`src/hdl/mvna_pkg.sv`:
```
// ----------------------------------------------------------------------------
// mvna_pkg
// Shared types and codes for the mesh vertex normal accumulator.
// ----------------------------------------------------------------------------
`default_nettype none

package mvna_pkg;

  localparam int IDX_W   = 10;
  localparam int POS_W   = 24;
  localparam int NRM_W   = 16;
  localparam int COUNT_W = 11;
  localparam int ACC_W   = 64;

  // Item actions
  localparam logic [1:0] ACT_WRITE = 2'd0;
  localparam logic [1:0] ACT_TRI   = 2'd1;
  localparam logic [1:0] ACT_READ  = 2'd2;

  // Result status codes
  localparam logic [2:0] ST_WRITTEN = 3'd0;
  localparam logic [2:0] ST_ADDED   = 3'd1;
  localparam logic [2:0] ST_SKIPPED = 3'd2;
  localparam logic [2:0] ST_READ    = 3'd3;
  localparam logic [2:0] ST_ZERO    = 3'd4;

  typedef struct packed {
    logic [1:0]              action;
    logic [IDX_W-1:0]        first_index;
    logic [IDX_W-1:0]        second_index;
    logic [IDX_W-1:0]        third_index;
    logic signed [POS_W-1:0] pos_x;
    logic signed [POS_W-1:0] pos_y;
    logic signed [POS_W-1:0] pos_z;
  } req_t;

  typedef struct packed {
    logic [2:0]              status;
    logic signed [NRM_W-1:0] normal_x;
    logic signed [NRM_W-1:0] normal_y;
    logic signed [NRM_W-1:0] normal_z;
  } rsp_t;

  // Request into the normalize unit
  typedef struct packed {
    logic                    start;
    logic signed [ACC_W-1:0] acc_x;
    logic signed [ACC_W-1:0] acc_y;
    logic signed [ACC_W-1:0] acc_z;
  } norm_req_t;

  // Answer from the normalize unit
  typedef struct packed {
    logic done;
    rsp_t res;
  } norm_rsp_t;

endpackage

`default_nettype wire

```
`src/hdl/mvna_norm.sv`:
```
// ----------------------------------------------------------------------------
// mvna_norm
// Iterative normalize unit: scale, sum of squares, square root, divide.
// ----------------------------------------------------------------------------
`default_nettype none

module mvna_norm (
  input  wire logic              clk,
  input  wire logic              rst,
  input  mvna_pkg::norm_req_t    req,
  output mvna_pkg::norm_rsp_t    rsp
);
  import mvna_pkg::*;

  typedef enum logic [3:0] {
    N_IDLE, N_MAX, N_SHF, N_SQ, N_SUM, N_SQRT, N_DIVI, N_DIV
  } nstate_t;

  nstate_t            state;
  logic [2:0]         neg;
  logic [63:0]        mag [3];
  logic [63:0]        mx;
  logic [61:0]        sq;
  logic [63:0]        sum;
  logic [1:0]         k;
  logic [63:0]        rad;
  logic [63:0]        root;
  logic [63:0]        bitr;
  logic [4:0]         it;
  logic [46:0]        rem;
  logic [14:0]        quo;
  logic [3:0]         di;
  logic [NRM_W-1:0]   nv [3];

  logic [63:0] mx_next;
  logic [63:0] rb;
  logic [46:0] trial;
  logic        ge;
  logic [14:0] quo_next;
  logic [NRM_W-1:0] nv_next;
  logic        done_next;

  // Largest magnitude, root trial and divide trial
  always_comb begin
    mx_next = mag[0];
    if (mag[1] > mx_next) mx_next = mag[1];
    if (mag[2] > mx_next) mx_next = mag[2];
    rb       = root + bitr;
    trial    = {15'd0, root[31:0]} << di;
    ge       = (rem >= trial);
    quo_next = ge ? (quo | (15'd1 << di)) : quo;
    nv_next  = neg[k] ? NRM_W'(-{1'b0, quo_next}) : {1'b0, quo_next};
    done_next = ((state == N_SHF) && (mx == 64'd0))
             || ((state == N_DIV) && (di == 4'd0) && (k == 2'd2));
  end

  always_ff @(posedge clk) begin
    if (rst) begin
      state    <= N_IDLE;
      rsp.done <= 1'b0;
    end else begin
      rsp.done <= done_next;
      case (state)
        N_IDLE: begin
          if (req.start) begin
            neg    <= {req.acc_z[63], req.acc_y[63], req.acc_x[63]};
            mag[0] <= req.acc_x[63] ? 64'(-req.acc_x) : req.acc_x;
            mag[1] <= req.acc_y[63] ? 64'(-req.acc_y) : req.acc_y;
            mag[2] <= req.acc_z[63] ? 64'(-req.acc_z) : req.acc_z;
            state  <= N_MAX;
          end
        end
        N_MAX: begin
          mx    <= mx_next;
          state <= N_SHF;
        end
        // Shift all magnitudes one bit a cycle until the largest fits 31 bits
        N_SHF: begin
          if (mx == 64'd0) begin
            rsp.res.status   <= ST_ZERO;
            rsp.res.normal_x <= '0;
            rsp.res.normal_y <= '0;
            rsp.res.normal_z <= '0;
            state            <= N_IDLE;
          end else if (|mx[63:31]) begin
            mx     <= mx >> 1;
            mag[0] <= mag[0] >> 1;
            mag[1] <= mag[1] >> 1;
            mag[2] <= mag[2] >> 1;
          end else begin
            k     <= 2'd0;
            sum   <= '0;
            state <= N_SQ;
          end
        end
        N_SQ: begin
          sq    <= mag[k][30:0] * mag[k][30:0];
          state <= N_SUM;
        end
        N_SUM: begin
          if (k == 2'd2) begin
            rad   <= sum + {2'b00, sq};
            root  <= '0;
            bitr  <= 64'd1 << 62;
            it    <= '0;
            state <= N_SQRT;
          end else begin
            sum   <= sum + {2'b00, sq};
            k     <= k + 2'd1;
            state <= N_SQ;
          end
        end
        // One root digit per cycle
        N_SQRT: begin
          if (rad >= rb) begin
            rad  <= rad - rb;
            root <= (root >> 1) + bitr;
          end else begin
            root <= root >> 1;
          end
          bitr <= bitr >> 2;
          it   <= it + 5'd1;
          if (it == 5'd31) begin
            k     <= 2'd0;
            state <= N_DIVI;
          end
        end
        N_DIVI: begin
          rem   <= {2'b00, mag[k][30:0], 14'd0} + {16'd0, root[31:1]};
          quo   <= '0;
          di    <= 4'd14;
          state <= N_DIV;
        end
        // Restoring divide, one quotient bit per cycle
        N_DIV: begin
          if (ge) rem <= rem - trial;
          quo <= quo_next;
          di  <= di - 4'd1;
          if (di == 4'd0) begin
            nv[k] <= nv_next;
            if (k == 2'd2) begin
              rsp.res.status   <= ST_READ;
              rsp.res.normal_x <= nv[0];
              rsp.res.normal_y <= nv[1];
              rsp.res.normal_z <= nv_next;
              state            <= N_IDLE;
            end else begin
              k     <= k + 2'd1;
              state <= N_DIVI;
            end
          end
        end
        default: state <= N_IDLE;
      endcase
    end
  end

endmodule

`default_nettype wire

```
`config.mk`:
```
export PLATFORM = sky130hd
export DESIGN_NAME = mvna_norm
export DESIGN_NICKNAME = d
export VERILOG_FILES = /design/src/hdl/mvna_pkg.sv /design/src/hdl/mvna_norm.sv
export SDC_FILE = /design/constraint.sdc
export NUM_CORES = 2
export LEC_CHECK = 0
export BUFFER_PORTS_ARGS = -buffer_cell sky130_fd_sc_hd__buf_2
export CAP_MARGIN = 20
export CORE_ASPECT_RATIO = 1.25
export CORE_MARGIN = 4
export CORE_UTILIZATION = 65
export CTS_CLUSTER_SIZE = 28
export DETAILED_ROUTE_END_ITERATION = 6
export GPL_TIMING_DRIVEN = 0
export PLACE_DENSITY = 0.85
export RECOVER_POWER = 100
export SYNTH_ARGS = -nofsm -noshare
export SYNTH_HDL_FRONTEND = slang
export SYNTH_SLANG_ARGS = --single-unit
```
`constraint.sdc`:
```
create_clock -name clk -period 15.1 [get_ports clk]
set_input_delay 3.02 -clock clk [delete_from_list [all_inputs] [get_ports clk]]
set_output_delay 3.02 -clock clk [all_outputs]
set_load 0.02 [all_outputs]
```
==> flow_summary.ini <==
[status]
run_status = finished, violations left
violations = DRC, capacitance limit, slew limit

[global_routing]
track_usage = 0.4439
overflow = 0
grt_pass1_wl_um = 429900
antenna_found_initial = 12
grt_max_degree = 71
grt_pass1_vias = 72720

[worst_setup_path]
crit_family = buffers and inverters
cp-start-kind = flip-flop
path_depth = 36
critical_path_class = flip-flop to flip-flop
cp.required_ps = 15570
reg2reg_depth = 36
reg2reg_slack_ps = 1600
cpMaxStageDelayCell = mux2i_1
cpMostUsedCell = fa_1
arrival_ps = 13970
cp_max_fo = 10
max_stage_delay_ps = 850
r2r_end = sq[56]
path_buf_inv = 14
cp-end-kind = flip-flop

[cts]
htreeDepth = 3
clock_latency_ps = 740
clockRootBuffer = clkbuf_16
numClockSinks = 705
holdBufCountCts = 0
clk_path_buf_depth = 3
cts_tree = yes
cts_made_buffers = 77
clkTransAtPathRegs_ps = 70
cts-resized-gates = 0
postCtsSetupBuffers = 0

[layout]
drive_gt1_frac = 0.04799
syn_to_final_growth_pct = 7.556
final_cell_mix = 1093 x inv_1, 997 x nand2_1, 752 x fa_1, 699 x o21ai_0, 699 x edfxtp_1
final_nets = 10790
fin_util = 0.7073
layout_commonest_cell = inv_1

[die]
die-area_um2 = 129200
io_pins = 247
core-area_um2 = 122000
die_y_um = 400.8
num_rows = 143
start_util = 0.6576
die_x_um = 322.3

[timing]
setup_viol = 0
rsz0062_at_grt = no
drv_slew = 382
max_freq_mhz = 74.09
min_period_ps = 13500
holdWs_ps = 521.0
final_hold_viol_count = 0
clock_skew_ps = 56.00
finalCritPeriodShare = 0.8939
final.setup.worst_slack_ps = 1602
worst_pin_slew_ps = 3876
max_slew_margin = -1.584

[logic_synthesis]
avgSynthCellArea_um2 = 9.104
async_reset_ff_frac = 0
synth_area_um2 = 80250
synth_ff_type = edfxtp_1
ys_warn_count = 0
synth_edf_count = 699
ys_seq_elements = 705
ys_types = 87
syn_nets = 10420
synth_seq_area_share = 0.2631
synthCells = 8814

[hold_path]
min_path_type = flip-flop to flip-flop
min_to = rsp[37]
holdCritStartpoint = nv[0][5]
hold_depth = 1

[route]
wl_per_cell_um = 26.67
num_vias = 71580
drt_first_pass_iters = 7
via_per_inst = 6.596
ant_nets = 0
drc = 28
wl_um = 289500
drt_iter0_markers = 8218

[placed_design]
pre_cts_slack_ps = 1620
io_buffer_count = 246
hpwl_um = 234700
gp_congestion = 1.079

[job]
maxCapViolations = 13
synthesized netlist by cell type (99+ instances only):
cell type,n,area share
a21oi_1,474,0.030
inv_1,1093,0.051
nand3_1,100,0.0062
clkbuf_1,382,0.018
nand2_1,997,0.047
nor2_1,625,0.029
and2_1,99,0.0077
a21o_1,181,0.017
xor2_1,312,0.034
a31oi_1,168,0.013
o21ai_0,691,0.043
xnor2_1,246,0.027
nand4_1,106,0.0083
fa_1,752,0.19
edfxtp_1,699,0.26
ha_1,655,0.10
logic make-up (layout without fill, tap and decap cells):
kind of cell	Yosys count	in the layout	share of synthesized area
buffers and inverters	1526	1964	0.07161
other	0	5	0
muxes	103	103	0.01598
DFF	705	705	0.2631
xor gates and xnor gates	558	558	0.06090
AOI/OAI and AO/OA	2108	2108	0.1625
adders and majority gates	1407	1407	0.2897
and+or+nand+nor	2407	2407	0.1362
per-stage QoR:
stage	area, µm²	std cells	TNS, ps
floorplan	80250	8814	0
global placement	83470	10660	-219210
detailed placement	84120	10690	0
CTS	86700	10830	0
global route	86300	10850	0
finish	86310	10850	0
layout make-up:
class	count	area, µm²
Multi-Input combinational cell	6583	53360
Fill cell	9382	35710
Sequential cell	705	21110
Inverter	1109	4163
Tap cell	1595	1996
Clock buffer	89	1993
Buffer	417	1574
Timing Repair Buffer	297	1513
Clock inverter	52	591.8
Antenna cell	5	12.51
sequential cells by signal (all words and copies together), names as in the netlist, 32 cells and up, named ones only:
signal / cells
sum: 64
bitr: 32
mx: 64
rem: 47
nv: 32
root: 64
mag: 192
rad: 64
rsp: 51
sq: 61
routing by layer:
| layer | track usage | up-vias | wire (µm) |
|---|---|---|---|
| met5 | 0.001130 | - | 77 |
| li1 | - | 31160 | - |
| met3 | 0.1122 | 1527 | 28580 |
| met2 | 0.7133 | 4498 | 133200 |
| met4 | 0.3747 | 10 | 31860 |
| met1 | 0.4943 | 34380 | 95790 |
worst max path at each step:
| stage | startpoint | to | slack (ps) |
|---|---|---|---|
| after CTS | flip-flop | sq[56] | 1560 |
| after detailed placement | flip-flop | sq[56] | 1620 |
| after global routing | flip-flop | sq[56] | 1220 |
| after global placement | rst | rad[30] | -3440 |
| final | flip-flop | sq[56] | 1600 |
| after floorplan | rst | rad[0] | 1460 |
Power is left out: the tool's default activity adds up to more than one toggle a clock period on the data nets, which glitch-free logic cannot reach.
